===== config.mk =====
export PLATFORM = sky130hd
export DESIGN_NAME = sftr_color
export DESIGN_NICKNAME = d
export VERILOG_FILES = /design/src/rtl/sftr_pkg.sv /design/src/rtl/sftr_color.sv
export SDC_FILE = /design/constraint.sdc
export NUM_CORES = 2
export LEC_CHECK = 0
export ABC_AREA = 1
export BUFFER_PORTS_ARGS = -buffer_cell sky130_fd_sc_hd__buf_2
export CORE_MARGIN = 5
export CORE_UTILIZATION = 66
export CTS_CLUSTER_DIAMETER = 150
export DETAILED_ROUTE_END_ITERATION = 7
export GPL_ROUTABILITY_DRIVEN = 0
export PLACE_DENSITY = 0.85
export SETUP_SLACK_MARGIN = 0.15
export SYNTH_ARGS = -nofsm -noshare
export SYNTH_HDL_FRONTEND = slang
export SYNTH_SLANG_ARGS = --single-unit

===== constraint.sdc =====
create_clock -name clk -period 9.1 [get_ports clk]
set_clock_uncertainty 0.05 [all_clocks]
set_input_delay 0.91 -clock clk [delete_from_list [all_inputs] [get_ports clk]]
set_output_delay 0.91 -clock clk [all_outputs]
set_load 0.005 [all_outputs]

===== src/rtl/sftr_pkg.sv =====
// Shared types, constants and helpers of the scan pixel flat-field, tone and recolor unit.
`default_nettype none

package sftr_pkg;

  // Luma fraction bits; ONE_Q stands for 1.0.
  localparam int FRAC_BITS = 12;
  localparam int Q_W       = FRAC_BITS + 1;
  localparam logic [Q_W-1:0] ONE_Q = {1'b1, {FRAC_BITS{1'b0}}};
  localparam int HALF_Q    = 1 << (FRAC_BITS - 1);

  // Q1.8 weights, 256 stands for 1.0.
  localparam logic [8:0] W_FULL = 9'd256;

  // Flat-field division operands.
  localparam int LM_W  = 18;
  localparam int DEN_W = 18;
  localparam int NUM_W = FRAC_BITS + 18;

  // Reciprocal of 255 for the luma to fraction conversion: x / 255 = (x * C) >> K.
  localparam int RECIP_K = 32;
  localparam logic [24:0] RECIP_C = 25'd16843010;
  localparam int XW   = FRAC_BITS + 8;
  localparam int RP_W = XW + 25;

  // Restoring divider layout.
  localparam int DIV_STEPS  = 3;
  localparam int DIV_STAGES = (FRAC_BITS + DIV_STEPS - 1) / DIV_STEPS;

  // Register map indexes.
  localparam logic [2:0] REG_FLAT    = 3'd0;
  localparam logic [2:0] REG_BLACK   = 3'd1;
  localparam logic [2:0] REG_GAIN    = 3'd2;
  localparam logic [2:0] REG_MIX     = 3'd3;
  localparam logic [2:0] REG_RECOLOR = 3'd4;
  localparam logic [2:0] REG_MODE    = 3'd5;
  localparam logic [2:0] REG_PAPER   = 3'd6;
  localparam logic [2:0] REG_INK     = 3'd7;

  // Pixel color: index 0 blue, 1 green, 2 red, as in the packed tints.
  typedef logic [2:0][7:0] rgb_t;

  typedef struct packed {
    logic [8:0]  flat;
    logic [11:0] black;
    logic [17:0] gain;
    logic [8:0]  mix;
    logic [8:0]  recolor;
    logic [1:0]  mode;
    rgb_t        paper;
    rgb_t        ink;
  } cfg_t;

  function automatic logic [8:0] sat256(input logic [8:0] w);
    return (w > W_FULL) ? W_FULL : w;
  endfunction

endpackage

`default_nettype wire


===== src/rtl/sftr_color.sv =====
// Output stages: duotone mapping and blend with the original, or grey replication.
`default_nettype none

module sftr_color
  import sftr_pkg::*;
(
  input  logic           clk,
  input  logic           rst_n,
  input  cfg_t           cfg,
  input  logic           in_valid,
  output logic           in_ready,
  input  logic [Q_W-1:0] work,
  input  rgb_t           rgb_in,
  output logic           out_valid,
  input  logic           out_ready,
  output rgb_t           pix
);

  localparam int DW = Q_W + 9;

  logic v1_r, v2_r;
  logic en1, en2;

  logic [DW-1:0] dsum [3];
  logic [DW-1:0] gsum;
  logic [16:0]   osum [3];
  logic [8:0]    r_w;

  rgb_t       duo1_r;
  rgb_t       orig1_r;
  logic [7:0] grey1_r;
  rgb_t       pix2_r;

  assign en2      = !v2_r || out_ready;
  assign en1      = !v1_r || en2;
  assign in_ready = en1;

  assign r_w  = sat256(cfg.recolor);
  assign gsum = DW'(work) * DW'(255) + DW'(HALF_Q);

  always_comb begin
    for (int c = 0; c < 3; c++) begin
      dsum[c] = DW'(cfg.ink[c]) * DW'(ONE_Q - work) + DW'(cfg.paper[c]) * DW'(work)
              + DW'(HALF_Q);
      osum[c] = 17'(orig1_r[c]) * 17'(W_FULL - r_w) + 17'(duo1_r[c]) * 17'(r_w) + 17'(128);
    end
  end

  always_ff @(posedge clk) begin
    if (!rst_n) begin
      v1_r <= 1'b0;
      v2_r <= 1'b0;
    end else begin
      if (en1) v1_r <= in_valid;
      if (en2) v2_r <= v1_r;
    end
  end

  always_ff @(posedge clk) begin
    if (en1) begin
      for (int c = 0; c < 3; c++) begin
        duo1_r[c] <= dsum[c][FRAC_BITS +: 8];
      end
      grey1_r <= gsum[FRAC_BITS +: 8];
      orig1_r <= rgb_in;
    end
    if (en2) begin
      for (int c = 0; c < 3; c++) begin
        pix2_r[c] <= cfg.mode[1] ? osum[c][8 +: 8] : grey1_r;
      end
    end
  end

  assign out_valid = v2_r;
  assign pix       = pix2_r;

endmodule

`default_nettype wire


==> impl_metrics.tcl <==
set metrics [dict create \
    outcome "completed" \
    h-tree-depth 3 \
    antenna_found_initial 4 \
    area_growth_pct 4.59 \
    crit_type "input port to flip-flop" \
    wl_per_cell_um 17.7 \
    portBuffers 124 \
    cts_tree "yes" \
    via_per_inst 5.52 \
    fin_nets 6774 \
    post_cts_buffers 0 \
    cts_buffers 9 \
    min_period_ns 7.94 \
    cp_data_arrival_time_ns 8.01 \
    fp.dieH_um 263 \
    crit_required_ns 9.17 \
    cts_max_path_buffers 2 \
    slew_headroom_pct 30.5 \
    die_w_um 263 \
    syn_area_per_cell_um2 8.18 \
    route.detailed.drc 0 \
    rrSetupSlack_ns 3.24 \
    rsz0062_at_grt "false" \
    grt_pass1_vias 36300 \
    max_freq_mhz 126 \
    worst_slew_pin_slew_ns 1.04 \
    start_util_pct 66.8 \
    critPathCaptureType "flip-flop" \
    placed_area_um2 43800 \
    drt_first_pass_iters 8 \
    grt_usage_pct 31.8 \
    synth_edf_count 80 \
    crit_fanout 19 \
    final_cell_area_um2 44000 \
    clk_pin_slew_ns 0.07 \
    vias 33600 \
    finalSetupTns_ns 0 \
    mostFrequentLayoutCells "inv_1 (1569), nand2_1 (1036), fa_1 (948), ha_1 (451), nor2_1 (414)" \
    final_common_cell "inv_1" \
    worstSetupEndpoint "pix[6]$_DFFE_PP_" \
    drive_gt1_share_pct 4.34 \
    period_share_pct 87.2 \
    dp_slack_ns 0.971 \
    cts_sinks 82 \
    synth-main-ff-cell "edfxtp_1" \
    r2r-start "orig1_r[1]$_DFFE_PP_" \
    holdCritPathClass "flip-flop to flip-flop" \
    reg2reg_depth 19 \
    crit_start "cfg[50]" \
    synth.distinct_cells 54 \
    wl_mm 107 \
    ys_seq_area_share_pct 5.80 \
    ys_ff_latch 82 \
    die_area_um2 69000 \
    maxCapViolCount 0 \
    cts_hold_buf 0 \
    yosys_warnings 0 \
    async_flop_share_pct 0 \
    rows 92 \
    initialDrtViolationCount 3008 \
    grt_first_pass_wirelength_mm 177 \
    setup_viol 0 \
    overflow 0 \
    netlist_area_um2 42100 \
    cts-root-buf "clkbuf_16" \
    start_kind "input port" \
    core_area_um2 63100 \
    timing.rr.end "pix[6]$_DFFE_PP_" \
    insertion_delay_ns 0.37 \
    cts_resized 0 \
    syn_inst 5150 \
    drv_slew 0 \
    hpwlAfterDp_mm 89.3 \
    postRouteAntennaNets 0 \
    hold_viol 0 \
    worst_slack_ns 1.16 \
    io_pins 174 \
    grt_max_degree 59 \
]
## final cells by class
type                            instances  area (um2)
Multi-Input combinational cell       3375       33300
Fill cell                            4849       19000
Inverter                             1582        5940
Sequential cell                        82        2440
Tap cell                              846        1060
Timing Repair Buffer                  177        1020
Clock buffer                            9         225
Clock inverter                          7        60.1
Antenna cell                            1        2.50
## per-layer routing
layer,vias up,track usage (%),share of wire [%]
met1,16400,39.5,35
li1,14800,-,-
met5,-,0,0.039
met4,6,16.6,7.0
met3,481,6.28,11
met2,1841,53.0,47
## flip-flops by register name, summed over array words and instances, names as in the netlist
name / cells
v1_r: 1
grey1_r: 8
orig1_r: 24
out_valid: 1
duo1_r: 24
pix: 24
## stage by stage
stage,cells,hold WS (ns),utilization [%]
2_1_floorplan,5186,0.377,-
3_3_place_gp,6062,0.417,69.4
3_5_place_dp,6062,0.446,69.4
4_1_cts,6078,0.455,69.8
5_1_grt,6079,0.475,69.8
6_report,6079,0.450,69.8
## worst min path at each step
| stage | end | from | slack [ns] | cells past startpoint |
|---|---|---|---|---|
| final | out_valid$_SDFFE_PN0P_ | v1_r$_SDFFE_PN0P_ | 0.45 | 2 |
| after global routing | out_valid$_SDFFE_PN0P_ | v1_r$_SDFFE_PN0P_ | 0.47 | 2 |
| after CTS | out_valid$_SDFFE_PN0P_ | v1_r$_SDFFE_PN0P_ | 0.46 | 2 |
| after detailed placement | out_valid$_SDFFE_PN0P_ | v1_r$_SDFFE_PN0P_ | 0.45 | 2 |
| after global placement | out_valid$_SDFFE_PN0P_ | v1_r$_SDFFE_PN0P_ | 0.42 | 2 |
| after floorplan | out_valid$_SDFFE_PN0P_ | v1_r$_SDFFE_PN0P_ | 0.38 | 2 |
## critical path, stage by stage
cell      delay (ns)
buf_2           0.16
nor2_1          0.13
nand3_2         0.09
o21ai_4         0.32
nand2_1         0.19
buf_4           0.28
inv_1           0.26
nand2_1         0.08
nand2_1         0.58
buf_4           0.31
nor2_1          0.08
fa_1            0.55
inv_1           0.05
fa_1            0.46
fa_1            0.51
inv_1           0.05
fa_1            0.44
fa_1            0.51
inv_1           0.05
fa_1            0.48
inv_1           0.05
ha_1            0.34
a21oi_1         0.31
o21ai_0         0.19
a211oi_1        0.32
nand3_1         0.11
nand3_1         0.12
nand2_1         0.06
## Yosys cell counts, drive strengths merged (3+ instances only)
cell,n,area (um2)
a211oi,5,37.5
a21o,3,22.5
a21oi,110,551
a31oi,7,43.8
buf,47,204
clkbuf,100,377
clkinv,11,41.3
edfxtp,80,2400
fa,948,19000
ha,451,5640
inv,1571,5900
nand2,1041,3930
nand3,90,468
nand3b,15,113
nand4,19,119
nor2,426,1630
nor3,14,70.1
nor4,7,43.8
o21ai,72,383
o21bai,14,105
o31ai,6,58.8
or2,4,25.0
xnor2,36,315
xor2,54,488
## logic make-up after synthesis
kind of cell             after synthesis  synth area share, %
adder cells (fa/ha/maj)             1399                 58.5
AO/OA/AOI/OAI                        227                 3.05
buffers and inverters               1729                 15.5
flip-flops                            82                 5.80
AND/OR/NAND/NOR                     1621                 15.3
other                                  2               0.0178
XOR/XNOR                              90                 1.91
Power is left out: the tool's default activity adds up to more than one toggle a clock period on the data nets, which glitch-free logic cannot reach.
