===== src/rtl/sftr_pkg.sv =====
// Shared types, constants and helpers of the scan pixel flat-field, tone and recolor unit.
`default_nettype none

package sftr_pkg;

  // Luma fraction bits; ONE_Q stands for 1.0.
  localparam int FRAC_BITS = 12;
  localparam int Q_W       = FRAC_BITS + 1;
  localparam logic [Q_W-1:0] ONE_Q = {1'b1, {FRAC_BITS{1'b0}}};
  localparam int HALF_Q    = 1 << (FRAC_BITS - 1);

  // Q1.8 weights, 256 stands for 1.0.
  localparam logic [8:0] W_FULL = 9'd256;

  // Flat-field division operands.
  localparam int LM_W  = 18;
  localparam int DEN_W = 18;
  localparam int NUM_W = FRAC_BITS + 18;

  // Reciprocal of 255 for the luma to fraction conversion: x / 255 = (x * C) >> K.
  localparam int RECIP_K = 32;
  localparam logic [24:0] RECIP_C = 25'd16843010;
  localparam int XW   = FRAC_BITS + 8;
  localparam int RP_W = XW + 25;

  // Restoring divider layout.
  localparam int DIV_STEPS  = 3;
  localparam int DIV_STAGES = (FRAC_BITS + DIV_STEPS - 1) / DIV_STEPS;

  // Register map indexes.
  localparam logic [2:0] REG_FLAT    = 3'd0;
  localparam logic [2:0] REG_BLACK   = 3'd1;
  localparam logic [2:0] REG_GAIN    = 3'd2;
  localparam logic [2:0] REG_MIX     = 3'd3;
  localparam logic [2:0] REG_RECOLOR = 3'd4;
  localparam logic [2:0] REG_MODE    = 3'd5;
  localparam logic [2:0] REG_PAPER   = 3'd6;
  localparam logic [2:0] REG_INK     = 3'd7;

  // Pixel color: index 0 blue, 1 green, 2 red, as in the packed tints.
  typedef logic [2:0][7:0] rgb_t;

  typedef struct packed {
    logic [8:0]  flat;
    logic [11:0] black;
    logic [17:0] gain;
    logic [8:0]  mix;
    logic [8:0]  recolor;
    logic [1:0]  mode;
    rgb_t        paper;
    rgb_t        ink;
  } cfg_t;

  function automatic logic [8:0] sat256(input logic [8:0] w);
    return (w > W_FULL) ? W_FULL : w;
  endfunction

endpackage

`default_nettype wire


===== src/rtl/sftr_tone.sv =====
// Flat-field blend followed by the optional black point stretch and smoothstep mix.
`default_nettype none

module sftr_tone
  import sftr_pkg::*;
(
  input  logic           clk,
  input  logic           rst_n,
  input  cfg_t           cfg,
  input  logic           in_valid,
  output logic           in_ready,
  input  logic [Q_W-1:0] corr,
  input  logic [Q_W-1:0] work0,
  input  rgb_t           rgb_in,
  output logic           out_valid,
  input  logic           out_ready,
  output logic [Q_W-1:0] work,
  output rgb_t           rgb_out
);

  localparam int FW  = Q_W + 9;
  localparam int PW  = Q_W + 18;
  localparam int TW  = FRAC_BITS + 2;
  localparam int SMW = Q_W + TW;

  logic [4:0] v_r;
  logic [4:0] en;

  // Stage 0: flat-field blend.
  logic [8:0]    s_w;
  logic [FW-1:0] fsum;
  logic [Q_W-1:0] w0_r;
  rgb_t           rgb0_r;

  // Stage 1: black point subtraction and gain.
  logic [FRAC_BITS+12:0] bp_sum;
  logic [FRAC_BITS-1:0]  bp;
  logic [Q_W-1:0]        d1;
  logic [PW-1:0]         prod1_r;
  logic [Q_W-1:0]        w1_r;
  rgb_t                  rgb1_r;

  // Stage 2: round and cap, square, and 3 - 2x.
  logic [PW:0]       xs_sum;
  logic [PW-8:0]     xs;
  logic [Q_W-1:0]    x2;
  logic [Q_W-1:0]    x2_r;
  logic [2*Q_W-1:0]  sqp2_r;
  logic [TW-1:0]     t2_r;
  logic [Q_W-1:0]    w2_r;
  rgb_t              rgb2_r;

  // Stage 3: rounded square times 3 - 2x.
  logic [2*Q_W:0]    sq_sum;
  logic [Q_W-1:0]    sq3;
  logic [Q_W-1:0]    x3_r;
  logic [SMW-1:0]    smp3_r;
  logic [Q_W-1:0]    w3_r;
  rgb_t              rgb3_r;

  // Stage 4: smoothstep mix and tone bypass.
  logic [SMW:0]      sm_sum;
  logic [Q_W-1:0]    sm4;
  logic [8:0]        k_w;
  logic [FW-1:0]     bsum;
  logic [Q_W-1:0]    w4_r;
  rgb_t              rgb4_r;

  assign en[4] = !v_r[4] || out_ready;
  assign en[3] = !v_r[3] || en[4];
  assign en[2] = !v_r[2] || en[3];
  assign en[1] = !v_r[1] || en[2];
  assign en[0] = !v_r[0] || en[1];
  assign in_ready = en[0];

  assign s_w  = sat256(cfg.flat);
  assign fsum = FW'(work0) * FW'(W_FULL - s_w) + FW'(corr) * FW'(s_w) + FW'(128);

  assign bp_sum = {1'b0, cfg.black, {FRAC_BITS{1'b0}}} + (FRAC_BITS + 13)'(2048);
  assign bp     = bp_sum[12 +: FRAC_BITS];
  assign d1     = (w0_r > {1'b0, bp}) ? (w0_r - {1'b0, bp}) : '0;

  assign xs_sum = {1'b0, prod1_r} + (PW + 1)'(128);
  assign xs     = xs_sum[PW:8];
  assign x2     = (xs > (PW - 7)'(ONE_Q)) ? ONE_Q : xs[Q_W-1:0];

  assign sq_sum = {1'b0, sqp2_r} + (2 * Q_W + 1)'(HALF_Q);
  assign sq3    = sq_sum[FRAC_BITS +: Q_W];

  assign sm_sum = {1'b0, smp3_r} + (SMW + 1)'(HALF_Q);
  assign sm4    = sm_sum[FRAC_BITS +: Q_W];
  assign k_w    = sat256(cfg.mix);
  assign bsum   = FW'(x3_r) * FW'(W_FULL - k_w) + FW'(sm4) * FW'(k_w) + FW'(128);

  always_ff @(posedge clk) begin
    if (!rst_n) begin
      v_r <= '0;
    end else begin
      if (en[0]) v_r[0] <= in_valid;
      if (en[1]) v_r[1] <= v_r[0];
      if (en[2]) v_r[2] <= v_r[1];
      if (en[3]) v_r[3] <= v_r[2];
      if (en[4]) v_r[4] <= v_r[3];
    end
  end

  always_ff @(posedge clk) begin
    if (en[0]) begin
      w0_r   <= fsum[8 +: Q_W];
      rgb0_r <= rgb_in;
    end
    if (en[1]) begin
      prod1_r <= PW'(d1) * PW'(cfg.gain);
      w1_r    <= w0_r;
      rgb1_r  <= rgb0_r;
    end
    if (en[2]) begin
      x2_r   <= x2;
      sqp2_r <= (2 * Q_W)'(x2) * (2 * Q_W)'(x2);
      t2_r   <= TW'({ONE_Q, 1'b0}) + TW'(ONE_Q) - TW'({x2, 1'b0});
      w2_r   <= w1_r;
      rgb2_r <= rgb1_r;
    end
    if (en[3]) begin
      x3_r   <= x2_r;
      smp3_r <= SMW'(sq3) * SMW'(t2_r);
      w3_r   <= w2_r;
      rgb3_r <= rgb2_r;
    end
    if (en[4]) begin
      w4_r   <= cfg.mode[0] ? bsum[8 +: Q_W] : w3_r;
      rgb4_r <= rgb3_r;
    end
  end

  assign out_valid = v_r[4];
  assign work      = w4_r;
  assign rgb_out   = rgb4_r;

endmodule

`default_nettype wire


===== config.mk =====
export PLATFORM = sky130hd
export DESIGN_NAME = sftr_tone
export DESIGN_NICKNAME = d
export VERILOG_FILES = /design/src/rtl/sftr_pkg.sv /design/src/rtl/sftr_tone.sv
export SDC_FILE = /design/constraint.sdc
export NUM_CORES = 2
export LEC_CHECK = 0
export BUFFER_PORTS_ARGS = -buffer_cell sky130_fd_sc_hd__buf_2
export CAP_MARGIN = 10
export CORE_ASPECT_RATIO = 0.8
export CORE_MARGIN = 2
export CORE_UTILIZATION = 57
export CTS_CLUSTER_DIAMETER = 150
export DETAILED_ROUTE_END_ITERATION = 6
export PLACE_DENSITY = 0.75
export SLEW_MARGIN = 10
export SYNTH_ARGS = -nofsm -noshare
export SYNTH_HDL_FRONTEND = slang
export SYNTH_SLANG_ARGS = --single-unit

===== constraint.sdc =====
create_clock -name clk -period 12.9 [get_ports clk]
set_input_delay 2.58 -clock clk [delete_from_list [all_inputs] [get_ports clk]]
set_output_delay 2.58 -clock clk [all_outputs]
set_load 0.01 [all_outputs]

==> out/results.tsv <==
stage	metric	value	unit
run_status	outcome	completed	
floorplan	Rows	89	
setup_path	CP startpoint	cfg[106]	
clock_tree	clock tree buffer depth	3	
clock_tree	Root Driver	clkbuf_16	
route	WL final	89800	um
finish	commonest non-fill, non-tap cell in the layout	inv_1	
route	residual DRC count	0	
worst_hold_path	worst min path class	flop to flop	
floorplan	Die H	247	um
timing	Setup Skew	12.1	ps
clock_tree	TritonCTS clock tree	done	
synth	Synth top area share	37.3	%
floorplan	Die ar.	76200	um^2
global_route	initial antenna violation count	5	
global_route	met1 GRT Util	34.7	%
finish	final core occ	61.3	%
timing	highest clock rate	96.0	MHz
clock_tree	Worst-Skew Late Latency	580	ps
setup_path	Worst Path Required	13230	ps
synth	Post-Syn Area	42200	um^2
synth	flops & latches, synth	280	
clock_tree	Post-CTS Setup Repair Bufs	0	
synth	synth unique cells	76	
timing	Final Setup Violations	0	
clock_tree	H-tree depth	1	
placement	hpwl dp	74800	um
timing	Slew @ Worst Pin	1230	ps
setup_path	Worst Path Arrival	10750	ps
synth	Top FF cell, synth	edfxtp_1	
route	Avg WL per Cell	16.9	um
global_route	largest net degree at the start of global routing	65	
floorplan	Initial Util	57.4	%
synth	Synth Area per Inst	9.98	um^2
synth	Seq/Total Area, Yosys	19.8	%
global_route	total grt overflow	0	
synth	Synth area leader	fa_1	
timing	slew margin rel.	17.6	%
synth	Mapped Cells	4227	
setup_path	critical path class	input pin to flop	
timing	min Tclk post-route	10420	ps
finish	fraction of layout cells with a size suffix above 1	6.52	%
global_route	first-pass GRT wire length	149000	um
floorplan	Die Width	308	um
timing	WHS	417	ps
global_route	met3 Resource Use GR	4.65	%
route	vias per inst	5.31	
global_route	GR Util met2	39.7	%
route	remaining antenna violation count after routing	0	
route	DR vias	28300	
worst_hold_path	worst hold path startpoint	rgb1_r[17]	
clock_tree	Num CTS Buffers	30	
flow_run	max cap viols	0	
clock_tree	Clock Sink Count	280	
clock_tree	Clock transition at path regs	60	ps
finish	filler cell count	5997	
global_route	vias in the first global route	29600	
synth	Area contributors post-synth	fa_1 37%, edfxtp_1 20%, ha_1 11%	
setup_path	crit path max fanout	23	
placement	Final GP Congestion	0.911	
floorplan	core area	73500	um^2
finish	commonest non-fill, non-tap cells in the layout	958 x inv_1, 785 x fa_1, 613 x nand2_1	
timing	post-route setup TNS	0	ps
global_route	Top Usage Layer GRT	met2	
synth	Post-synth EDFFs	275	
global_route	GRT Util Overall	24.7	%
synth	Ys Warns	0	
clock_tree	post-CTS sizing	0	
floorplan	number of primary I/O pins	200	
route	1st-pass router iterations	5	
finish	final layout net count	5672	
clock_tree	Hold Buf Count CTS	0	
timing	RSZ-0062 raised after global routing	false	
synth	ys async rst share	0	%
setup_path	nature of the critical path startpoint	input pin	
timing	Slew Limit Fails	0	
setup_path	Setup crit end kind	flop	
placement	Port Buf Inserts	141	
timing	Final Hold Fails	0	
setup_path	Worst R2R Start	prod1_r[8]	
timing	fin crit share	80.8	%
route	Starting DRT DRC Count	1776	
finish	Area Growth Syn to Fin	6.87	%
[cell type report]
class	count	area, um^2	area share [%]
inverter	967	3630	8.07
clock buffer	35	769	1.71
timing repair buffer	190	1070	2.38
tap	955	1190	2.65
multi-input combinational	2877	29800	66.1
sequential	280	8360	18.5
clock inverter	21	245	0.544
antenna	1	2.50	0.00555
[final timing paths]
| check | slack [ps] | to | depth (start not counted) |
|---|---|---|---|
| hold reg to reg | 420 | rgb2_r[17] | 0 |
| hold / removal | 420 | rgb2_r[17] | 0 |
| setup / recovery | 2480 | w0_r[11] | 28 |
| setup reg to reg | 3640 | sqp2_r[24] | 30 |
[sequential cells by signal, summed over array words and instances (netlist names), 14 cells and up]
signal   flops
prod1_r     24
rgb0_r      24
rgb1_r      24
rgb2_r      24
rgb3_r      24
rgb_out     24
smp3_r      14
sqp2_r      14
[synthesized netlist by cell type (all sizes together), types with 3 or more instances]
master / number
a21o: 29
dfxtp: 5
o21a: 19
nand2: 619
a21boi: 4
edfxtp: 275
nor2: 142
a31oi: 9
o31ai: 7
fa: 785
or2: 6
ha: 380
nor2b: 68
o41ai: 4
and4: 6
nand3: 40
nand2b: 20
or3: 6
nor4: 9
o211ai: 3
nor3: 46
a21oi: 54
xor2: 57
nand4: 14
a211oi: 11
a2111oi: 3
and2: 263
and3: 34
mux2: 12
buf: 17
clkbuf: 124
o21ai: 31
o21bai: 4
xnor2: 124
o31a: 3
inv: 966
[routing by layer]
| metal | share of wire [%] | wire length [um] |
|---|---|---|
| met3 | 8.0 | 7200 |
| met5 | 0.014 | 13 |
| met4 | 2.5 | 2210 |
| met2 | 47 | 41800 |
| met1 | 43 | 38600 |
[through the flow]
step | instances | cell area [um^2] | worst slack, ps
6_report | 5326 | 45100 | 2480
5_1_grt | 5326 | 45100 | 1970
4_1_cts | 5324 | 45000 | 2400
3_5_place_dp | 5268 | 44000 | 1830
3_3_place_gp | 5268 | 44000 | 1890
2_1_floorplan | 4265 | 42300 | 2810
[critical path, cell delays in order]
cell	delay (ps)
buf_2	340
nor2b_1	150
inv_1	180
ha_1	210
nand2_1	80
or3_1	410
xor2_1	160
buf_4	210
and2_1	180
fa_1	390
fa_1	490
inv_1	50
fa_1	470
inv_1	50
fa_1	480
fa_1	570
fa_1	430
fa_1	450
ha_1	220
a2111oi_0	510
o31ai_1	210
o211ai_1	190
a21boi_0	270
o41ai_1	500
a211oi_1	220
or3_1	440
a211oi_1	260
nor2_1	60
[cell families (layout without fill, tap and decap cells)]
| group | count (synthesis) | after routing | synth area share [%] |
|---|---|---|---|
| simple gates | 1281 | 1281 | 14.4 |
| fa+ha+maj | 1165 | 1165 | 48.5 |
| buf+inv | 1108 | 1213 | 9.95 |
| flops | 280 | 280 | 19.8 |
| compound gates | 196 | 196 | 3.09 |
| xor+xnor | 181 | 181 | 3.80 |
| mux | 14 | 14 | 0.368 |
| other cells | 2 | 41 | 0.0178 |
Power is not shown: default switching activity piles up to over one toggle a cycle in this logic, so the estimate is an artifact.
