==> src/rtl/sftr_pkg.sv <==
// Shared types, constants and helpers of the scan pixel flat-field, tone and recolor unit.
`default_nettype none

package sftr_pkg;

  // Luma fraction bits; ONE_Q stands for 1.0.
  localparam int FRAC_BITS = 12;
  localparam int Q_W       = FRAC_BITS + 1;
  localparam logic [Q_W-1:0] ONE_Q = {1'b1, {FRAC_BITS{1'b0}}};
  localparam int HALF_Q    = 1 << (FRAC_BITS - 1);

  // Q1.8 weights, 256 stands for 1.0.
  localparam logic [8:0] W_FULL = 9'd256;

  // Flat-field division operands.
  localparam int LM_W  = 18;
  localparam int DEN_W = 18;
  localparam int NUM_W = FRAC_BITS + 18;

  // Reciprocal of 255 for the luma to fraction conversion: x / 255 = (x * C) >> K.
  localparam int RECIP_K = 32;
  localparam logic [24:0] RECIP_C = 25'd16843010;
  localparam int XW   = FRAC_BITS + 8;
  localparam int RP_W = XW + 25;

  // Restoring divider layout.
  localparam int DIV_STEPS  = 3;
  localparam int DIV_STAGES = (FRAC_BITS + DIV_STEPS - 1) / DIV_STEPS;

  // Register map indexes.
  localparam logic [2:0] REG_FLAT    = 3'd0;
  localparam logic [2:0] REG_BLACK   = 3'd1;
  localparam logic [2:0] REG_GAIN    = 3'd2;
  localparam logic [2:0] REG_MIX     = 3'd3;
  localparam logic [2:0] REG_RECOLOR = 3'd4;
  localparam logic [2:0] REG_MODE    = 3'd5;
  localparam logic [2:0] REG_PAPER   = 3'd6;
  localparam logic [2:0] REG_INK     = 3'd7;

  // Pixel color: index 0 blue, 1 green, 2 red, as in the packed tints.
  typedef logic [2:0][7:0] rgb_t;

  typedef struct packed {
    logic [8:0]  flat;
    logic [11:0] black;
    logic [17:0] gain;
    logic [8:0]  mix;
    logic [8:0]  recolor;
    logic [1:0]  mode;
    rgb_t        paper;
    rgb_t        ink;
  } cfg_t;

  function automatic logic [8:0] sat256(input logic [8:0] w);
    return (w > W_FULL) ? W_FULL : w;
  endfunction

endpackage

`default_nettype wire

==> src/rtl/sftr_div.sv <==
// Pipelined restoring divider for the flat-field quotient, a few quotient bits per stage.
`default_nettype none

module sftr_div
  import sftr_pkg::*;
(
  input  logic             clk,
  input  logic             rst_n,
  input  logic             in_valid,
  output logic             in_ready,
  input  logic [NUM_W-1:0] num,
  input  logic [DEN_W-1:0] den,
  input  logic             ovf,
  input  logic [Q_W-1:0]   work0_in,
  input  rgb_t             rgb_in,
  output logic             out_valid,
  input  logic             out_ready,
  output logic [Q_W-1:0]   corr,
  output logic [Q_W-1:0]   work0_out,
  output rgb_t             rgb_out
);

  localparam int LAST = DIV_STAGES - 1;

  logic [DIV_STAGES-1:0] v_r;
  logic [DIV_STAGES-1:0] en;
  logic [DIV_STAGES-1:0] ovf_r;

  logic [NUM_W-1:0]     rem_r [DIV_STAGES];
  logic [FRAC_BITS-1:0] q_r   [DIV_STAGES];
  logic [DEN_W-1:0]     den_r [DIV_STAGES];
  logic [Q_W-1:0]       w0_r  [DIV_STAGES];
  rgb_t                 rgb_r [DIV_STAGES];

  for (genvar s = 0; s < DIV_STAGES; s++) begin : g_stage
    logic                 v_i;
    logic [NUM_W-1:0]     rem_i, rem_o, trial;
    logic [FRAC_BITS-1:0] q_i, q_o;
    logic [DEN_W-1:0]     den_i;
    logic                 ovf_i;
    logic [Q_W-1:0]       w0_i;
    rgb_t                 rgb_i;

    if (s == 0) begin : g_head
      assign v_i   = in_valid;
      assign rem_i = num;
      assign q_i   = '0;
      assign den_i = den;
      assign ovf_i = ovf;
      assign w0_i  = work0_in;
      assign rgb_i = rgb_in;
    end else begin : g_body
      assign v_i   = v_r[s-1];
      assign rem_i = rem_r[s-1];
      assign q_i   = q_r[s-1];
      assign den_i = den_r[s-1];
      assign ovf_i = ovf_r[s-1];
      assign w0_i  = w0_r[s-1];
      assign rgb_i = rgb_r[s-1];
    end

    if (s == LAST) begin : g_tail
      assign en[s] = !v_r[s] || out_ready;
    end else begin : g_mid
      assign en[s] = !v_r[s] || en[s+1];
    end

    // Quotient bits from the top down; the dividend is known to be below den << FRAC_BITS
    // unless the overflow flag is set, in which case the quotient is ignored.
    always_comb begin
      rem_o = rem_i;
      q_o   = q_i;
      trial = '0;
      for (int k = 0; k < DIV_STEPS; k++) begin
        if (s * DIV_STEPS + k < FRAC_BITS) begin
          trial = NUM_W'(den_i) << (FRAC_BITS - 1 - (s * DIV_STEPS + k));
          if (rem_o >= trial) begin
            rem_o = rem_o - trial;
            q_o[FRAC_BITS - 1 - (s * DIV_STEPS + k)] = 1'b1;
          end
        end
      end
    end

    always_ff @(posedge clk) begin
      if (!rst_n) begin
        v_r[s] <= 1'b0;
      end else if (en[s]) begin
        v_r[s] <= v_i;
      end
    end

    always_ff @(posedge clk) begin
      if (en[s]) begin
        rem_r[s] <= rem_o;
        q_r[s]   <= q_o;
        den_r[s] <= den_i;
        ovf_r[s] <= ovf_i;
        w0_r[s]  <= w0_i;
        rgb_r[s] <= rgb_i;
      end
    end
  end

  assign in_ready  = en[0];
  assign out_valid = v_r[LAST];
  assign corr      = ovf_r[LAST] ? ONE_Q : {1'b0, q_r[LAST]};
  assign work0_out = w0_r[LAST];
  assign rgb_out   = rgb_r[LAST];

endmodule

`default_nettype wire

==> config.mk <==
export PLATFORM = sky130hd
export DESIGN_NAME = sftr_div
export DESIGN_NICKNAME = d
export VERILOG_FILES = /design/src/rtl/sftr_pkg.sv /design/src/rtl/sftr_div.sv
export SDC_FILE = /design/constraint.sdc
export NUM_CORES = 1
export LEC_CHECK = 0
export BUFFER_PORTS_ARGS = -buffer_cell sky130_fd_sc_hd__buf_4
export CAP_MARGIN = 20
export CORE_ASPECT_RATIO = 1.1
export CORE_MARGIN = 2
export CORE_UTILIZATION = 65
export CTS_CLUSTER_DIAMETER = 150
export DETAILED_ROUTE_END_ITERATION = 10
export GPL_TIMING_DRIVEN = 0
export PLACE_DENSITY = 0.9
export SKIP_CTS_REPAIR_TIMING = 1
export SLEW_MARGIN = 20
export SYNTH_ARGS = -nofsm -noshare
export SYNTH_HDL_FRONTEND = slang
export SYNTH_SLANG_ARGS = --single-unit
==> constraint.sdc <==
create_clock -name clk -period 15.6 [get_ports clk]
set_clock_uncertainty 0.15 [all_clocks]
set_input_delay 1.56 -clock clk [delete_from_list [all_inputs] [get_ports clk]]
set_output_delay 1.56 -clock clk [all_outputs]
set_load 0.02 [all_outputs]
==> out/metrics.yaml, run 1 <==
min_period_over_period_pct: 81.5
final_area_sq_mm: 0.0268
die_width_um: 187
post-route-drc-count: 0
routed_wire_length_per_instance_um: 22.2
r2r-start: "den_r[1][3]"
slew_headroom_pct: 32.0
cts_buffer_depth: 3
yosys.area_share.simple_pct: 14.2
gp_congestion: 0.972
netlist_area_sq_mm: 0.0239
die_h_um: 205
overflow: 0
root_buffer: "clkbuf_16"
yosysMostFrequentCell: "edfxtp_1"
cp_max_fo: 10
fillCellCount: 2450
worstReg2RegEnd: "rem_r[2][19]"
setup_viol: 0
syn_inst: 2366
synth_fa_ha_area_share_pct: 12.2
grt_pass1_wl_um: 104000
ys.flop_type: "edfxtp_1"
nets: 2865
drtIter0Drc: 1585
clk_pin_slew_ns: 0.06
grt_max_degree: 65
viasPerCell: 6.42
yosysTopAreaCellShare_pct: 41.0
worstHoldPathCells: 0
coreArea_sq_mm: 0.0362
synth_top_family_by_area: "compound AO/OA/AOI/OAI gates"
multi_input_area_sq_mm: 0.0133
yosys_warnings: 0
cap_violations: 0
cp_top_family: "compound AO/OA/AOI/OAI gates"
synth_top_cell_by_area: "edfxtp_1"
placedInstanceArea_sq_mm: 0.0257
crit_top_cell: "o21ai_0"
antenna_found_initial: 0
grt_setup_unrepaired: "no"
worstHoldPathType: "reg -> reg"
maxSlewViolCount: 0
std_cell_rows: 73
syn_to_final_growth_pct: 12.2
htreeDepth: 2
synthXorXnorAreaFrac_pct: 6.38
num_antenna_cells: 0
synth.mux.area_fraction_pct: 5.11
crit_arrival_ns: 12.93
finalHoldViolCount: 0
cp_slowest_cell: "or4_1"
min_from: "rgb_r[2][13]"
grt_pass1_vias: 19700
ys_seq_area_share_pct: 41.3
cp-end-kind: "flip-flop"
crit_type: "in -> reg"
fmax_mhz: 78.6
ioPinCount: 142
postRouteAntennaNets: 0
yosys.cell_types.count: 97
worst_hold_path.endpoint: "rgb_r[3][13]"
cts-buffers-inserted: 35
setup-tns-final_ns: 0
critPathLaunchType: "primary input"
regArea_sq_mm: 0.00987
worst_skew_pair.late_latency_ns: 0.55
synthTopCellsByCount: "edfxtp_1 (326), ha_1 (216), a21oi_1 (192)"
outcome: "finished, final reports clean"
ys_ff_latch: 330
cts_sinks: 330
wirelength_um: 68000
grtUsageTotal_pct: 34.9
path_buf_inv: 8
slowest_delay_ns: 0.68
tightest_slew_ns: 1.01
synth_compound_area_share_pct: 17.5
r2r_cells: 43
synth-edff-count: 326
syn_area_per_cell_sq_um: 10.1
regToRegSetupSlack_ns: 3.98
dieArea_sq_mm: 0.0383
dr.pass1.iters: 6
syn_nets: 2683
synth_area_leaders: "edfxtp_1 (41%), ha_1 (11%), xnor2_1 (4.3%)"
vias: 19600
required_ns: 15.81
finalCriticalPeriod_ns: 12.72
io_buffers: 141
start_util_pct: 66.1
cts_tree: "built"
drive_above_1_share_pct: 13.5
synthArstFlopShare_pct: 0
hpwl_um: 51300
-- registers in the layout, indices dropped and copies added, names as in the netlist --
name	flops
out_valid	1
ovf_r	1
g_stage.ovf_i	3
g_stage.v_i	3
w0_r	52
den_r	54
rem_r	90
rgb_r	96
q_r	30
-- cells by family after synthesis --
group / Yosys count
buffers and inverters: 203
xor gates and xnor gates: 174
muxes: 108
adders and majority gates: 227
AOI/OAI and AO/OA: 651
and+or+nand+nor: 673
DFF: 330
-- cell usage in the layout, fill, tap and decap left out, drive strengths merged, types with 10 or more instances in the layout --
cell,netlist,layout
a31o,10,10
nand2,173,173
buf,17,162
o21bai,24,24
nand2b,31,31
o21a,31,31
or3,17,17
mux2i,22,22
nand4,34,34
clkinv,0,13
nor2b,44,44
a21o,82,82
a21boi,16,16
nor3,45,45
o211ai,14,14
clkbuf,25,67
a21oi,193,193
nor2,181,181
and4,10,10
a31oi,26,26
nand3,40,40
o31ai,19,19
a211oi,23,23
ha,216,216
edfxtp,326,326
xor2,56,56
and3,26,26
nor4,19,19
xnor2,118,118
o21ai,155,155
mux2,86,86
fa,11,11
inv,161,165
-- metrics by stage --
step | instances | setup WS, ns | hold slack (ns) | util (%)
after global placement | 2994 | 3.01 | 0.250 | 70.7
after global routing | 3061 | 2.23 | 0.273 | 74.1
after floorplan | 2366 | 5.22 | 0.250 | -
after CTS | 3061 | 3.18 | 0.268 | 74.1
after detailed placement | 2998 | 2.66 | 0.255 | 71.0
final | 3061 | 2.88 | 0.270 | 74.1
-- worst register-to-register path: cells and delay by family (launching register included) --
family / cells / cell delay (ns)
buffers and inverters: 9 / 2.13
DFF: 1 / 0.43
adders and majority gates: 3 / 1.26
muxes: 1 / 0.30
and+or+nand+nor: 13 / 2.62
AOI/OAI and AO/OA: 17 / 4.46
-- metal layers --
layer / part of all wire (%) / global-route usage (%) / wire length (um) / vias to the layer above
met2: 51 / 65.6 / 34900 / 953
met1: 35 / 35.9 / 23700 / 9214
met3: 6.0 / 4.57 / 4050 / 291
met4: 7.8 / 24.8 / 5330 / 0
li1: - / - / - / 9181
met5: 0 / 0 / 0 / -
-- worst max-delay path by stage --
stage,from,endpoint,slack (ns),cells past startpoint
floorplan,den[1],rem_r[0][15],5.22,40
global placement,den[1],rem_r[0][25],3.01,42
detailed placement,den[1],rem_r[0][25],2.66,42
CTS,den[1],rem_r[0][25],3.18,42
global route,den[1],rem_r[0][25],2.23,43
finish,den[1],rem_r[0][25],2.88,42
-- final cells by class --
type	instances	area share (%)
inverter	161	2.26
clock buffer	42	3.37
buffer	42	0.682
timing repair buffer	145	4.33
sequential	330	36.8
multi-input combinational	1833	49.5
tap	487	2.27
clock inverter	21	0.775
Power of run 1 is not shown: default switching activity piles up to over one toggle a cycle in this logic, so the estimate is an artifact.
==> run 2: changes to the inputs <==
--- a/config.mk
+++ b/config.mk
@@ -5,15 +5,16 @@
 export SDC_FILE = /design/constraint.sdc
 export NUM_CORES = 1
 export LEC_CHECK = 0
+export ABC_AREA = 1
 export BUFFER_PORTS_ARGS = -buffer_cell sky130_fd_sc_hd__buf_4
 export CAP_MARGIN = 20
 export CORE_ASPECT_RATIO = 1.1
 export CORE_MARGIN = 2
-export CORE_UTILIZATION = 65
+export CORE_UTILIZATION = 63
 export CTS_CLUSTER_DIAMETER = 150
 export DETAILED_ROUTE_END_ITERATION = 10
 export GPL_TIMING_DRIVEN = 0
-export PLACE_DENSITY = 0.9
+export PLACE_DENSITY = 0.88
 export SKIP_CTS_REPAIR_TIMING = 1
 export SLEW_MARGIN = 20
 export SYNTH_ARGS = -nofsm -noshare
==> constraint.sdc (replaced) <==
create_clock -name clk -period 11.9 [get_ports clk]
set_clock_uncertainty 0.15 [all_clocks]
set_input_delay 1.19 -clock clk [delete_from_list [all_inputs] [get_ports clk]]
set_output_delay 1.19 -clock clk [all_outputs]
set_load 0.02 [all_outputs]
==> out/metrics.yaml, run 2 <==
outcome: "finished, final reports clean"
drtIter0Drc: 2174
min_period_over_period_pct: 76.9
hpwl_um: 60700
nets: 3682
fillCellCount: 3103
ys_ff_latch: 330
syn_to_final_growth_pct: 11.6
clk_pin_slew_ns: 0.07
setup_viol: 0
synth_top_family_by_area: "simple AND/OR/NAND/NOR gates"
worstHoldPathType: "reg -> reg"
yosys.cell_types.count: 62
fmax_mhz: 109
die_h_um: 216
largestRegisters: "rgb_r: 96 flops, rem_r: 90 flops, den_r: 54 flops"
tightest_slew_ns: 1.04
cts-buffers-inserted: 34
final_util_pct: 71.4
synthArstFlopShare_pct: 0
top_register: "rgb_r"
cp_max_fo: 10
crit_top_cell: "nand2_1"
post-route-drc-count: 0
netlist_area_sq_mm: 0.0257
cts_buffer_depth: 3
slew_headroom_pct: 30.6
root_buffer: "clkbuf_16"
ys_seq_area_share_pct: 38.4
synth_fa_ha_area_share_pct: 11.4
start_util_pct: 64.0
viasPerCell: 6.00
dieArea_sq_mm: 0.0424
mostFrequentLayoutCell: "nand2_1"
yosys_warnings: 0
setup-tns-final_ns: 0
cp-end-kind: "flip-flop"
antenna_found_initial: 2
synth_compound_area_share_pct: 12.6
ioPinCount: 142
synthTopCellsByCount: "nand2_1 (798), inv_1 (402), edfxtp_1 (326)"
largest_register_ffs: 96
critPathLaunchType: "flip-flop"
worst_skew_pair.late_latency_ns: 0.55
htreeDepth: 2
routed_wire_length_per_instance_um: 19.6
synth.mux.area_fraction_pct: 0
cts_tree: "built"
yosysMostFrequentCell: "nand2_1"
synthXorXnorAreaFrac_pct: 6.54
cp_slowest_cell: "edfxtp_1"
std_cell_rows: 77
die_width_um: 197
vias: 23400
yosys.area_share.simple_pct: 23.9
setup_ws_ns: 2.75
slowest_delay_ns: 0.50
overflow: 0
grt_setup_unrepaired: "no"
grtUsageTotal_pct: 35.9
dr.pass1.iters: 6
postRouteAntennaNets: 0
grt_pass1_vias: 22800
cts_sinks: 330
syn_nets: 3502
most-common-layout-cells: "nand2_1 (797), inv_1 (399), edfxtp_1 (326)"
grt_pass1_wl_um: 119000
gp_congestion: 0.959
place_ws_ns: 2.70
required_ns: 12.04
synth_area_leaders: "edfxtp_1 (38%), nand2_1 (12%), ha_1 (11%)"
grt_max_degree: 78
synth-edff-count: 326
finalHoldViolCount: 0
syn_area_per_cell_sq_um: 8.07
yosysTopAreaCellShare_pct: 38.1
crit_type: "reg -> reg"
maxSlewViolCount: 0
drive_above_1_share_pct: 9.97
syn_inst: 3185
synth_top_cell_by_area: "edfxtp_1"
crit_arrival_ns: 9.29
io_buffers: 141
ys.flop_type: "edfxtp_1"
cap_violations: 0
coreArea_sq_mm: 0.0402
finalCriticalPeriod_ns: 9.15
wirelength_um: 76600
whs_ns: 0.267
-- run 2: cell types whose count changed in the layout (fill, tap and decap cells not counted), moves of 44 or more --
cell,before,now
nand3_1,40,142
o21ai_0,152,223
nand4_1,34,83
xor2_1,56,105
nor2_1,179,233
inv_1,157,399
mux2_2,78,0
nor2b_1,44,0
a21o_1,82,19
nand2_1,169,797
-- run 2: final cells by class --
class                           count  area (sq um)  area share (%)
Multi-Input combinational cell   2391         14000            48.8
Sequential cell                   330          9870            34.4
Inverter                          419          1580            5.52
Timing Repair Buffer              144          1140            3.98
Clock buffer                       41           877            3.06
Tap cell                          513           642            2.24
Clock inverter                     20           295            1.03
Buffer                             45           270           0.943
Antenna cell                        2          5.00          0.0175
-- run 2: path summary, 6_finish.rpt --
kind	startpoint	to	slack, ns	depth (start not counted)
worst max-delay path	den_r[0][0]	rem_r[1][25]	2.75	45
worst min-delay path	w0_r[1][0]	w0_r[2][0]	0.27	0
worst max register to register	den_r[0][0]	rem_r[1][25]	2.75	45
worst min register to register	w0_r[1][0]	w0_r[2][0]	0.27	0
-- run 2: stage by stage --
stage / instances / instance area, sq um
finish: 3905 / 28700
global route: 3904 / 28700
CTS: 3903 / 28700
detailed placement: 3842 / 27500
global placement: 3839 / 27400
floorplan: 3185 / 25700
-- run 2: metal layers --
| metal | GRT usage, % | routed length (um) |
|---|---|---|
| met1 | 43.1 | 29300 |
| met4 | 18.7 | 4550 |
| met5 | 0 | 13 |
| met2 | 63.0 | 37300 |
| met3 | 4.47 | 5340 |
-- run 2: kinds of logic (layout without fill, tap and decap cells) --
family | after synthesis | after routing
adder cells (fa/ha/maj) | 227 | 227
buffers and inverters | 464 | 669
other | 0 | 2
flip-flops | 330 | 330
XOR/XNOR | 192 | 192
AO/OA/AOI/OAI | 577 | 577
AND/OR/NAND/NOR | 1395 | 1395
-- run 2: worst max-delay path, delay by kind of cell, from the launching register on --
| kind | cells | cell delay, ns |
|---|---|---|
| fa+ha+maj | 4 | 1.40 |
| simple gates | 16 | 1.86 |
| flops | 1 | 0.50 |
| buf+inv | 11 | 1.67 |
| compound gates | 14 | 3.28 |
Power of run 2 is left out for the same reason.
